<file path="config.mk">
export PLATFORM = sky130hd
export DESIGN_NAME = cop_pole_mac
export DESIGN_NICKNAME = d
export VERILOG_FILES = /design/src/rtl/cascaded_one_pole_lowpass_defines.svh /design/src/rtl/cop_pkg.sv /design/src/rtl/cop_pole_mac.sv
export SDC_FILE = /design/constraint.sdc
export NUM_CORES = 1
export LEC_CHECK = 0
export BUFFER_PORTS_ARGS = -buffer_cell sky130_fd_sc_hd__buf_2
export CAP_MARGIN = 20
export CELL_PAD_IN_SITES_DETAIL_PLACEMENT = 0
export CELL_PAD_IN_SITES_GLOBAL_PLACEMENT = 1
export CORE_MARGIN = 3
export CORE_UTILIZATION = 50
export DETAILED_ROUTE_END_ITERATION = 8
export PLACE_DENSITY = 0.9
export RECOVER_POWER = 25
export SLEW_MARGIN = 40
export SYNTH_ARGS = -nofsm -noshare
export SYNTH_HDL_FRONTEND = slang
export SYNTH_SLANG_ARGS = --single-unit
</file>
<file path="constraint.sdc">
create_clock -name vclk -period 13
set_input_delay 1.3 -clock vclk [all_inputs]
set_output_delay 1.3 -clock vclk [all_outputs]
set_load 0.01 [all_outputs]
</file>
<file path="src/rtl/cascaded_one_pole_lowpass_defines.svh">
// ---------------------------------------------------------------------------
// cascaded one-pole lowpass assertion macros
// Shared concurrent assertion forms used by the filter bank top level.
// ---------------------------------------------------------------------------
`ifndef CASCADED_ONE_POLE_LOWPASS_DEFINES_SVH
`define CASCADED_ONE_POLE_LOWPASS_DEFINES_SVH

// same-cycle implication, held off during reset
`define COP_ASSERT_IMP(label, clk, rst, ante, cons, msg) \
  label: assert property (@(posedge clk) disable iff (rst) (ante) |-> (cons)) \
    else $error(msg);

// next-cycle implication, held off during reset
`define COP_ASSERT_NXT(label, clk, rst, ante, cons, msg) \
  label: assert property (@(posedge clk) disable iff (rst) (ante) |=> (cons)) \
    else $error(msg);

`endif

</file>
<file path="src/rtl/cop_pkg.sv">
// ---------------------------------------------------------------------------
// cop_pkg
// Field widths and payload types of the cascaded one-pole lowpass bank.
// ---------------------------------------------------------------------------
package cop_pkg;

  // payload field widths
  localparam int SAMPLE_W  = 24;
  localparam int COEF_W    = 16;
  localparam int STREAM_W  = 8;
  localparam int ORDER_W   = 4;

  // stream index splits into filter number (upper) and channel (lower)
  localparam int SLOT_BITS = 4;

  typedef logic signed [SAMPLE_W-1:0] sample_t;
  typedef logic        [COEF_W-1:0]   coef_t;
  typedef logic        [STREAM_W-1:0] stream_t;
  typedef logic        [ORDER_W-1:0]  order_t;

endpackage

</file>
<file path="src/rtl/cop_pole_mac.sv">
// ---------------------------------------------------------------------------
// cop_pole_mac
// One pole update: y = x + floor(r * (s - x) / 2^16), equal to k*x + r*s.
// ---------------------------------------------------------------------------
module cop_pole_mac import cop_pkg::*; (
  input  sample_t x,
  input  sample_t s,
  input  coef_t   r,
  output sample_t y
);

  logic signed [SAMPLE_W:0]          diff;
  logic signed [SAMPLE_W+COEF_W+1:0] prod;
  logic signed [SAMPLE_W+1:0]        step;
  logic signed [SAMPLE_W+1:0]        sum;

  // distance from input to stored state
  assign diff = (SAMPLE_W+1)'(s) - (SAMPLE_W+1)'(x);

  // single signed multiply by the unsigned coefficient
  assign prod = diff * $signed({1'b0, r});

  // drop the fraction, rounding towards minus infinity
  assign step = $signed(prod[SAMPLE_W+COEF_W+1:COEF_W]);

  // convex combination stays within the sample range
  assign sum = (SAMPLE_W+2)'(x) + step;
  assign y   = $signed(sum[SAMPLE_W-1:0]);

endmodule

</file>
# Yosys cells after proc, flatten, opt, wreduce, memory -nomap -nowiden
# Cells that the tools add are included.
dict set report totals {
  register_bits 0
  latch_bits 0
  ramBits 0
  mem_bits_ro 0
  input_bits 64
  out_inout_bits 24
  word_cells 3
  mem_count 0
}
dict set report classes {
  add_sub_neg 2
  multipliers 1
  n_div 0
  order_cmp 0
  n_eq_ne 0
  shifts 0
  n_mux 0
  bitwise_logic 0
  reduce_logical 0
}
# operator n
set op_table {}
lappend op_table {{multiplier 25 x 17 -> 40 bit} 1}
lappend op_table {{subtractor 24 x 24 -> 25 bit} 1}
lappend op_table {{adder 24 bit} 1}

# Depth between registers and ports, before layout
dict set report depth {
  ltp_word 3
  ltp_mapped 44
  depth_no_buf 43
}

# Worst setup path before layout
# OpenSTA, ideal clock, no wires.
dict set report synth_path {
  kind {input -> output}
  startpoint {in x[2]}
  endpoint {out y[22]}
  t_arrival_ns 10.026
  required_ns 11.700
  path_slack_ns 1.674
  stages 42
  n_path_buf 1
  path_cell_list {inv_1 > ha_1 > nor2b_1 > o31ai_1 > a21oi_1 > o21ai_0 > nand2b_1 > a21oi_1 > xnor2_1 > clkbuf_1 > nand2_1 > fa_1 > fa_1 > inv_1 > fa_1 > inv_1 > fa_1 > inv_1 > [6 not listed] > a21oi_1 > nor4_2 > a211oi_1 > o21a_1 > o21a_1 > nor2_1 > o21bai_1 > xor2_1 > ha_1 > nor4_1 > o21ai_0 > a2111oi_2 > o21ai_1 > a31oi_1 > o21ai_1 > o21a_1 > nor2_1 > xnor2_1}
}
dict set report synth_via {
  elab_chain_cells 3
}
# element line
set synth_rtl {}
lappend synth_rtl {{start, declared} cop_pole_mac.sv:6} ;# input sample_t x,
lappend synth_rtl {{subtractor 24 x 24 -> 25 bit} cop_pole_mac.sv:18} ;# assign diff = (SAMPLE_W+1)'(s) - (SAMPLE_W+1)'(x);
lappend synth_rtl {{multiplier 25 x 17 -> 40 bit} cop_pole_mac.sv:21} ;# assign prod = diff * $signed({1'b0, r});
lappend synth_rtl {{adder 24 bit (*)} cop_pole_mac.sv:27} ;# assign sum = (SAMPLE_W+2)'(x) + step;
lappend synth_rtl {{end, declared} cop_pole_mac.sv:9} ;# output sample_t y
# Mark *: on every way between the ends. The rest lies on a longest branch, timed or not.

# Worst setup path after layout
dict set report layout_path {
  startpoint {in x[0]}
  endpoint {out y[22]}
}
# The elaborated chain is that of the path after synthesis.

==> metrics.md <==
| Metric | Value |
|---|---|
| Dpl ws | `0.408 ns` |
| Status | `finished, final reports clean` |
| Global Route Usage Sum | `0.249` |
| Count of cell types in the netlist | `70` |
| Largest net degree at the start of global routing | `27` |
| Setup WS post-layout | `0.470 ns` |
| FF+latch count | `0` |
| # port buffers | `88` |
| Mean Syn Cell Area | `8.56 um2` |
| CP arrival | `11.23 ns` |
| RD Place Congestion | `0.892` |
| Crit path largest cell delay | `0.55 ns` |
| Post-DP HPWL | `34.6 mm` |
| Cts hold-fix bufs | `0` |
| I/O pins | `88` |
| Routed vias | `12,500` |
| RSZ-0062 raised after global routing | `false` |
| Initial antenna violation count | `1` |
| Post-layout min period | `12.53 ns` |
| Finish-stage setup viols | `0` |
| Post-Syn Instances | `1,897` |
| Fin crit share | `0.964` |
| Reg area | `0 um2` |
| Setup crit start kind | `input port` |
| Crit. End Element | `output pin` |
| Register area share after synthesis | `0` |
| Synth cell count leaders | `inv_1, fa_1, nand2_1, and2_1, ha_1` |
| Grt peak-use layer | `met2` |
| Placement-stage cell area | `17,300 um2` |
| HP Start | `x[0]` |
| Total iterations of the first detailed-routing run | `5` |
| GRT overflow | `0` |
| GR Util met3 | `0.0272` |
| Total Die Area | `34,700 um2` |
| Hold/Removal Path Class | `input port to output pin` |
| Area contributors post-synth | `fa_1, inv_1, ha_1` |
| Setup TNS | `0 ns` |
| Yosys warns | `0` |
| Vias per cell | `5.24` |
| Worst slew pin tran | `0.803 ns` |
| Nets | `2,547` |
| WS Path Type | `input port to output pin` |
| First DRT Iteration DRCs | `666` |
| Core area | `31,800 um2` |
| Starting Density | `0.511` |
| Yosys top cell by area | `fa_1` |
| Residual DRC | `0` |
| Final antenna-violating net count | `0` |
| CP startpoint | `x[0]` |
| Area delta synth->final | `6.61%` |
| Syn_nets | `2,487` |
| Worst-path fanout max | `16` |
| M2 GR Usage | `0.438` |
| Routed wire length | `41.4 mm` |
| Share of layout cells above drive strength 1 | `0.0783` |
| # diodes | `0` |
| Vias in the first global route | `13,700` |
| Routed len/inst | `17.3 um` |
| Std cell rows | `65` |
| Final hold violation count | `0` |
| Critical Path RT | `11.70 ns` |
| Rel. slew slack | `0.461` |
| Crit-path slowest cell | `fa_1` |
| Met1 usage | `0.327` |
| Max-slew violations | `0` |
| Top cell type's share of synthesized area | `0.467` |
| Count leader, synth | `inv_1` |
| Die H | `186 um` |
| Design area | `17,300 um2` |
| Die width | `186 um` |
| Fmax | `0.0798 GHz` |
| First-pass GRT wire length | `68.9 mm` |
| Max Cap Violations | `0` |
| Most frequent CP cell | `fa_1` |
| Clkbuf count | `0` |
| Mapped cell area | `16,200 um2` |
-- critical path, delay by kind of cell --
kind,cells,cell delay (ns)
compound gates,13,3.28
xor+xnor,3,0.44
fa+ha+maj,10,4.42
buf+inv,8,0.84
simple gates,6,0.93
-- routing by layer --
metal / vias up / part of all wire
li1: 5760 / -
met1: 6276 / 0.40
met2: 369 / 0.50
met3: 105 / 0.060
met4: 2 / 0.040
met5: - / 0.00027
-- through the flow --
stage,util,hold slack [ns],instances
after floorplan,-,2.75,1897
after global placement,0.542,2.93,2389
after detailed placement,0.543,2.93,2389
after CTS,0.543,2.93,2389
after global routing,0.544,2.96,2390
final,0.544,2.93,2390
-- final timing paths --
kind,slack (ns),end,cells past startpoint
worst min-delay path,2.93,y[0],3
worst max-delay path,0.47,y[22],40
-- placed cells by master, fill, tap and decap left out, drive strengths merged, types with 44 or more instances in the layout --
cell	count
inv	498
nor2	44
buf	116
o21ai	46
fa	379
a21oi	62
and2	159
nand2	213
xnor2	56
ha	147
-- final cells by class --
cell class,instances,area (um2)
fill,2937,14500
inverter,498,1870
multi-input combinational,1339,14200
tap,435,544
timing repair buffer,118,664
-- cells by family (layout without fill, tap and decap cells) --
family	count (synthesis)	in the layout	synth area share
AO/OA/AOI/OAI	193	193	0.0785
buffers and inverters	558	616	0.130
AND/OR/NAND/NOR	549	549	0.172
multiplexers	1	1	0.000616
XOR/XNOR	70	70	0.0382
adder cells (fa/ha/maj)	526	526	0.580
-- timing repair --
| action | 4_1_cts | 5_1_grt |
|---|---|---|
| setup endpoints to repair | 0 | 6 |
| gates resized for setup | 0 | 7 |
| endpoints found under the hold margin | 0 | 0 |
| buffers inserted | 0 | 1 |
Power is left out: the tool's default activity adds up to more than one toggle a clock period on the data nets, which glitch-free logic cannot reach.
